[src/design/ptw_pkg.sv]
package ptw_pkg;

  // Default depth of the table memory, in 64-bit words.
  localparam int unsigned TABLE_WORDS_DEF = 32768;

  // Entries in one table, and the address bits that they cover.
  localparam int unsigned TABLE_ENTRIES = 512;
  localparam int unsigned IDX_W         = 9;
  localparam int unsigned FRAME_W       = 40;
  localparam int unsigned PADDR_W       = 52;
  localparam int unsigned VADDR_W       = 48;
  localparam int unsigned ENTRY_W       = 64;

  // Input item codes (tuser).
  localparam logic OP_WRITE     = 1'b0;
  localparam logic OP_TRANSLATE = 1'b1;

  // Walk levels; a leaf level doubles as the page size code.
  localparam logic [1:0] LVL_PT   = 2'd0;
  localparam logic [1:0] LVL_PD   = 2'd1;
  localparam logic [1:0] LVL_PDPT = 2'd2;
  localparam logic [1:0] LVL_PML4 = 2'd3;

  // Cache mode codes.
  localparam logic [1:0] CACHE_WB = 2'd0;
  localparam logic [1:0] CACHE_WT = 2'd1;
  localparam logic [1:0] CACHE_UC = 2'd2;

  // Entry bit positions.
  localparam int unsigned BIT_P   = 0;
  localparam int unsigned BIT_RW  = 1;
  localparam int unsigned BIT_US  = 2;
  localparam int unsigned BIT_PWT = 3;
  localparam int unsigned BIT_PCD = 4;
  localparam int unsigned BIT_PS  = 7;
  localparam int unsigned BIT_NX  = 63;

  typedef enum logic [1:0] {
    ST_IDLE,
    ST_ISSUE,
    ST_EVAL,
    ST_DONE
  } ptw_state_e;

  typedef enum logic [1:0] {
    RES_ZERO,
    RES_BAD,
    RES_LEAF
  } ptw_res_e;

  typedef struct packed {
    logic     load;
    logic     mem_we;
    logic     mem_re;
    logic     descend;
    logic     res_load;
    ptw_res_e res_kind;
  } ptw_cmd_t;

  typedef struct packed {
    logic is_xlate;
    logic table_ok;
    logic present;
    logic leaf;
    logic out_free;
  } ptw_sts_t;

endpackage

[src/design/ptw_ctrl.sv]
module ptw_ctrl (
  input  logic              clk_i,
  input  logic              rst_ni,
  input  logic              s_tvalid_i,
  output logic              s_tready_o,
  input  ptw_pkg::ptw_sts_t sts_i,
  output ptw_pkg::ptw_cmd_t cmd_o
);

  ptw_pkg::ptw_state_e state_q, state_d;

  always_ff @(posedge clk_i or negedge rst_ni) begin
    if (!rst_ni) begin
      state_q <= ptw_pkg::ST_IDLE;
    end else begin
      state_q <= state_d;
    end
  end

  always_comb begin
    state_d      = state_q;
    s_tready_o   = 1'b0;
    cmd_o        = '0;
    cmd_o.res_kind = ptw_pkg::RES_ZERO;
    case (state_q)
      ptw_pkg::ST_IDLE: begin
        s_tready_o = 1'b1;
        if (s_tvalid_i) begin
          cmd_o.load = 1'b1;
          if (sts_i.is_xlate) begin
            state_d = ptw_pkg::ST_ISSUE;
          end else begin
            cmd_o.mem_we = 1'b1;
            state_d      = ptw_pkg::ST_DONE;
          end
        end
      end
      ptw_pkg::ST_ISSUE: begin
        if (!sts_i.table_ok) begin
          if (sts_i.out_free) begin
            cmd_o.res_load = 1'b1;
            cmd_o.res_kind = ptw_pkg::RES_BAD;
            state_d        = ptw_pkg::ST_IDLE;
          end
        end else begin
          cmd_o.mem_re = 1'b1;
          state_d      = ptw_pkg::ST_EVAL;
        end
      end
      ptw_pkg::ST_EVAL: begin
        if (!sts_i.present) begin
          if (sts_i.out_free) begin
            cmd_o.res_load = 1'b1;
            cmd_o.res_kind = ptw_pkg::RES_ZERO;
            state_d        = ptw_pkg::ST_IDLE;
          end
        end else if (sts_i.leaf) begin
          if (sts_i.out_free) begin
            cmd_o.res_load = 1'b1;
            cmd_o.res_kind = ptw_pkg::RES_LEAF;
            state_d        = ptw_pkg::ST_IDLE;
          end
        end else begin
          // advance to the next table
          cmd_o.descend = 1'b1;
          state_d       = ptw_pkg::ST_ISSUE;
        end
      end
      ptw_pkg::ST_DONE: begin
        if (sts_i.out_free) begin
          cmd_o.res_load = 1'b1;
          cmd_o.res_kind = ptw_pkg::RES_ZERO;
          state_d        = ptw_pkg::ST_IDLE;
        end
      end
      default: begin
        state_d = ptw_pkg::ST_IDLE;
      end
    endcase
  end

endmodule

[config.mk]
export PLATFORM = sky130hd
export DESIGN_NAME = ptw_ctrl
export DESIGN_NICKNAME = d
export VERILOG_FILES = /design/src/design/ptw_pkg.sv /design/src/design/ptw_ctrl.sv
export SDC_FILE = /design/constraint.sdc
export NUM_CORES = 1
export LEC_CHECK = 0
export ABC_AREA = 1
export BUFFER_PORTS_ARGS = -buffer_cell sky130_fd_sc_hd__buf_2
export CORE_AREA = 2 2 39 41
export DETAILED_ROUTE_END_ITERATION = 6
export DIE_AREA = 0 0 41 43
export GPL_TIMING_DRIVEN = 1
export PLACE_DENSITY = 0.39
export RECOVER_POWER = 50
export SLEW_MARGIN = 20
export SYNTH_ARGS = -nofsm -noshare
export SYNTH_HDL_FRONTEND = slang
export SYNTH_SLANG_ARGS = --single-unit
export TNS_END_PERCENT = 100
[constraint.sdc]
create_clock -name clk_i -period 1.3 [get_ports clk_i]
set_clock_uncertainty 0.1 [all_clocks]
set_input_delay 0 -clock clk_i [delete_from_list [all_inputs] [get_ports clk_i]]
set_output_delay 0 -clock clk_i [all_outputs]
set_load 0.03 [all_outputs]
Yosys cells after proc, flatten, opt, wreduce, memory -nomap -nowiden
Index checks and enable logic that the tools add are counted.
W data, S select, Z words.
- output and inout port bits: 8
- word-level logic and storage cells: 29
- input port bits: 8
- bits in registers: 2
- eq/ne operators: 4
- muxes and demuxes: 23
- reduce and logical (&&, ||, !) cells: 1
- operator list (cell ; number):
    $mux W3 ; 6
    $mux W2 ; 8
    $pmux W3 S3 ; 1
    $pmux W2 S4 ; 1
    $mux W1 ; 7
    $eq A2 B2 Y1 const B ; 2
    $eq A2 B1 Y1 const B ; 1
    $logic_not A2 Y1 ; 1
    $ne A2 B2 Y1 const B ; 1

Longest topological paths before layout
- word-level depth: 4
- gate-level depth with buffers: 5
- mapped depth without buffers: 5

Least setup slack after synthesis
Ideal clock, no wire load.
- path type: register -> output
- start: reg state_q[0]
- end: out cmd_o[6] (netlist name)
- path slack: -0.242 ns
- data required time: 1.200 ns
- data arrival time: 1.442 ns
- path buffers: 0
- stages on the path, launching flop included: 4
- cells stage by stage: dfrtp_1 nor2_1 inv_1 nor2_1
- RTL lines (item ; RTL line ; RTL):
    start: declaration ; ptw_ctrl.sv:10 ; ptw_pkg::ptw_state_e state_q, state_d;
    start signal: assignment ; ptw_ctrl.sv:14 ; state_q <= ptw_pkg::ST_IDLE;
    start signal: assignment ; ptw_ctrl.sv:16 ; state_q <= state_d;
    end: declaration ; ptw_ctrl.sv:7 ; output ptw_pkg::ptw_cmd_t cmd_o

==> metrics.sh <==
DIE_H_UM=43
CP_DATA_REQUIRED_TIME_NS=1.20
LAYOUT.AREA.SEQ_SQ_UM=52.55
DETAIL_ROUTE.ITER0.VIOLATIONS=8
UNREPAIRED_SETUP_ENDPOINTS_AFTER_GLOBAL_ROUTING='true'
LAYOUT-DRIVE-GT1-SHARE_PCT=49.18
CLKSINKCOUNT=2
ROW_COUNT=14
MULTI_INPUT_COMB_AREA_SQ_UM=135.1
INITIAL_CORE_UTIL_PCT=14.65
WORST_SLEW_PIN_SLEW_NS=0.1562
MAX_STAGE_DELAY_NS=0.40
H-TREE-DEPTH=1
DETAILEDPLACE.WORSTSLACK_NS=0.2416
CLK_TRANSITION_REPORTED_PATHS_NS=0.03
SYNTH_FP_NETS=46
DETAIL_ROUTE.DRC_VIOLATIONS=0
REPORT.FINAL.HOLD_VIOL_COUNT=0
CATEGORY_OF_CELLS_ACCOUNTING_FOR_THE_LARGEST_SHARE_OF_CRITICAL_PATH_DELAY='flip-flops'
CRITICAL-PATH-SLOWEST-CELL='dfrtp_2'
POST_DRT_VIA_CELL_RATIO=3.753
YS_WARN_COUNT=0
CRITICAL_PATH.ENDPOINT='cmd_o[2]'
TIMING.MAX_CAP.VIOLATIONS=0
PIN_COUNT_OF_THE_BIGGEST_NET_ENTERING_GLOBAL_ROUTING=6
FLOORPLAN.DIE_AREA_SQ_UM=1763
DIODES_INSERTED=0
POSTROUTEANTENNANETS=0
ANTENNA_FOUND_INITIAL=0
WL_PER_CELL_UM=7.753
CRIT_PATH_END_KIND='output port'
CRITICAL_PATH.REG2REG.STARTPOINT='state_q[0]'
GRT_PASS1_VIAS=249
SYNTH_SEQUENTIAL_AREA_RATIO_PCT=24.69
CRIT_FANOUT=5
FINALWORSTSETUPSLACK_NS=0.04880
INSERTION_DELAY_NS=0.23
TRITONROUTE_PASS_1_ITERS=4
CRITICAL_PATH_CLASS='reg -> out'
FINAL-MAX-SLEW-VIOLATION-COUNT=0
BUFFER_PORTS.INSERTED=15
CTS_TREE='yes'
REG2REGPATHDEPTH=4
LAYOUT.CELLS.MOST_COMMON_LIST='buf_2, inv_1, nand2_1'
CLOCK-ROOT-BUFFER='clkbuf_4'
SYNTH.AREA.TOP_CELLS='dfrtp_1, nand2_1, inv_1, nor2_1, nand3_1'
PLACE.DETAILED.HPWL_UM=445.8
GROUTE.USAGE.OVERALL_PCT=7.831
YOSYS_REGISTER_BITS=2
POST_SYNTH_INSTANCE_AREA_SQ_UM=202.7
PLACE.GP.CONGESTION=0.6580
STARTPOINT='state_q[0]'
CTS_BUFFER_DEPTH=2
WORST_R2R_ENDPOINT='state_q[1]'
FINALSETUPVIOLATIONS=0
WORSTPATHBUFFERINVERTERCOUNT=2
CRITICAL_PATH.STARTPOINT_TYPE='register'
POWER.LEAKAGE_nW=0.2302
TIMING.FINAL.CRIT_SHARE_PCT=96.25
MIN_PERIOD_NS=1.251
POST-SYNTH-TOP-AREA-CELL='dfrtp_1'
RELATIVE_SLEW_SLACK_PCT=89.66
LARGEST_REGS='state_q x2'
TOP_LEVEL_PORTS=16
DETAILROUTE.VIA_COUNT=289
SYN_TO_FINAL_GROWTH_PCT=98.77
LAYOUTNONFILLERINSTCOUNT=77
R2R_SLACK_NS=0.27
CRITICAL_PATH.CELL_CHAIN='inv_2 > nor2_4 > nand2_2 > o21ai_1 > buf_4'
CRIT_ARRIVAL_NS=1.15
STATUS='complete, no violations'
SYNTH.AVG_CELL_AREA_SQ_UM=5.334
FINAL_COMMON_CELL='buf_2'
GRT_PASS1_WL_UM=910
FINAL.HOLD.WORST_SLACK_NS=0.01983
CP.DEPTH=5
HOLD_CLASS='in -> reg'
DESIGN.CORE.AREA_SQ_UM=1384
SYNTHDOMINANTCELLAREASHARE_PCT=24.69
POST-CTS-SETUP-BUFFER-COUNT=0
DIE_WIDTH_UM=41
PWR_DENSITY_CELL_nW_PER_UM2=1910
WIRELENGTH_UM=597
LARGEST_REGISTER_FFS=2
TIMING.SETUP.TNS_NS=0
IR_DROP_mV=0.6388
GRT.OVERFLOW.TOTAL=0
NFILLCELLS=158
ACHIEVABLE-FREQUENCY_MHz=799.2
CTS_BUFFERS=3
TOP_REGISTER='state_q'
LAYOUT.NETS=71
SYNTH.DISTINCT_CELLS=10
DPL.CELL_COUNT=69
SYN-INSTANCE-COUNT=38
## worst min-delay path by stage
| stage | from | slack [ns] | cells past startpoint | end |
|---|---|---|---|---|
| 3_5_place_dp | rst_ni | -0.31 | 1 | state_q[1] |
| 2_1_floorplan | rst_ni | -0.40 | 0 | state_q[0] |
| 4_1_cts | sts_i[0] | 0.01 | 4 | state_q[0] |
| 6_report | sts_i[0] | 0.02 | 4 | state_q[0] |
| 5_1_grt | sts_i[2] | 0.02 | 4 | state_q[1] |
| 3_3_place_gp | rst_ni | -0.31 | 1 | state_q[0] |
## worst reg2reg max path: stages, from the launching register on
cell	delay, ns
dfrtp_2	0.43
inv_2	0.09
nand3_2	0.09
a21oi_2	0.14
nand2_1	0.06
## layout make-up
cell class / count / area share, %
timing repair buffer: 20 / 33.54
inverter: 10 / 9.317
tap: 16 / 4.969
multi-input combinational: 26 / 33.54
clock buffer: 3 / 5.590
sequential: 2 / 13.04
## cell families (layout without fill, tap and decap cells)
| group | after synthesis | count (layout) | synth area share [%] |
|---|---|---|---|
| buf+inv | 10 | 33 | 18.52 |
| compound gates | 3 | 3 | 9.255 |
| simple gates | 23 | 23 | 47.53 |
| flops | 2 | 2 | 24.69 |
## cell usage after synthesis, drive strengths merged
| library cell | count |
|---|---|
| inv | 10 |
| nor2 | 10 |
| nand2 | 9 |
| dfrtp | 2 |
| o21ai | 1 |
| nand3 | 4 |
| a21oi | 2 |
## routing by layer
metal / wire length, um / track usage [%] / vias up
li1: - / - / 158
met1: 261 / 9.003 / 120
met2: 274 / 10.63 / 11
met3: 60 / 3.665 / 0
met4: 0 / 6.000 / 0
met5: 0 / 0 / -
## power breakdown
group / leakage [nW] / switching [mW] / internal [mW]
registers: 0.0220 / 0.0568 / 0.100
logic: 0.194 / 0.309 / 0.165
clock network: 0.0138 / 0.0361 / 0.102
## per-stage QoR
step	cell area, sq um	utilization (%)	total power, mW
after floorplan	207.7	-	0.4620
after global placement	302.8	21.88	0.5769
after detailed placement	302.8	21.88	0.5725
after CTS	377.9	27.31	0.7383
after global routing	402.9	29.11	0.8488
final	402.9	29.11	0.7696
## timing repair
item,4_1_cts,5_1_grt
pin swaps,0,1
hold buffers,5,0
gates resized for setup,1,12
hold endpoints to repair,4,0
cloned,0,0
setup endpoints to repair,1,6
No activity file was read; power rests on OpenSTA's default activity.
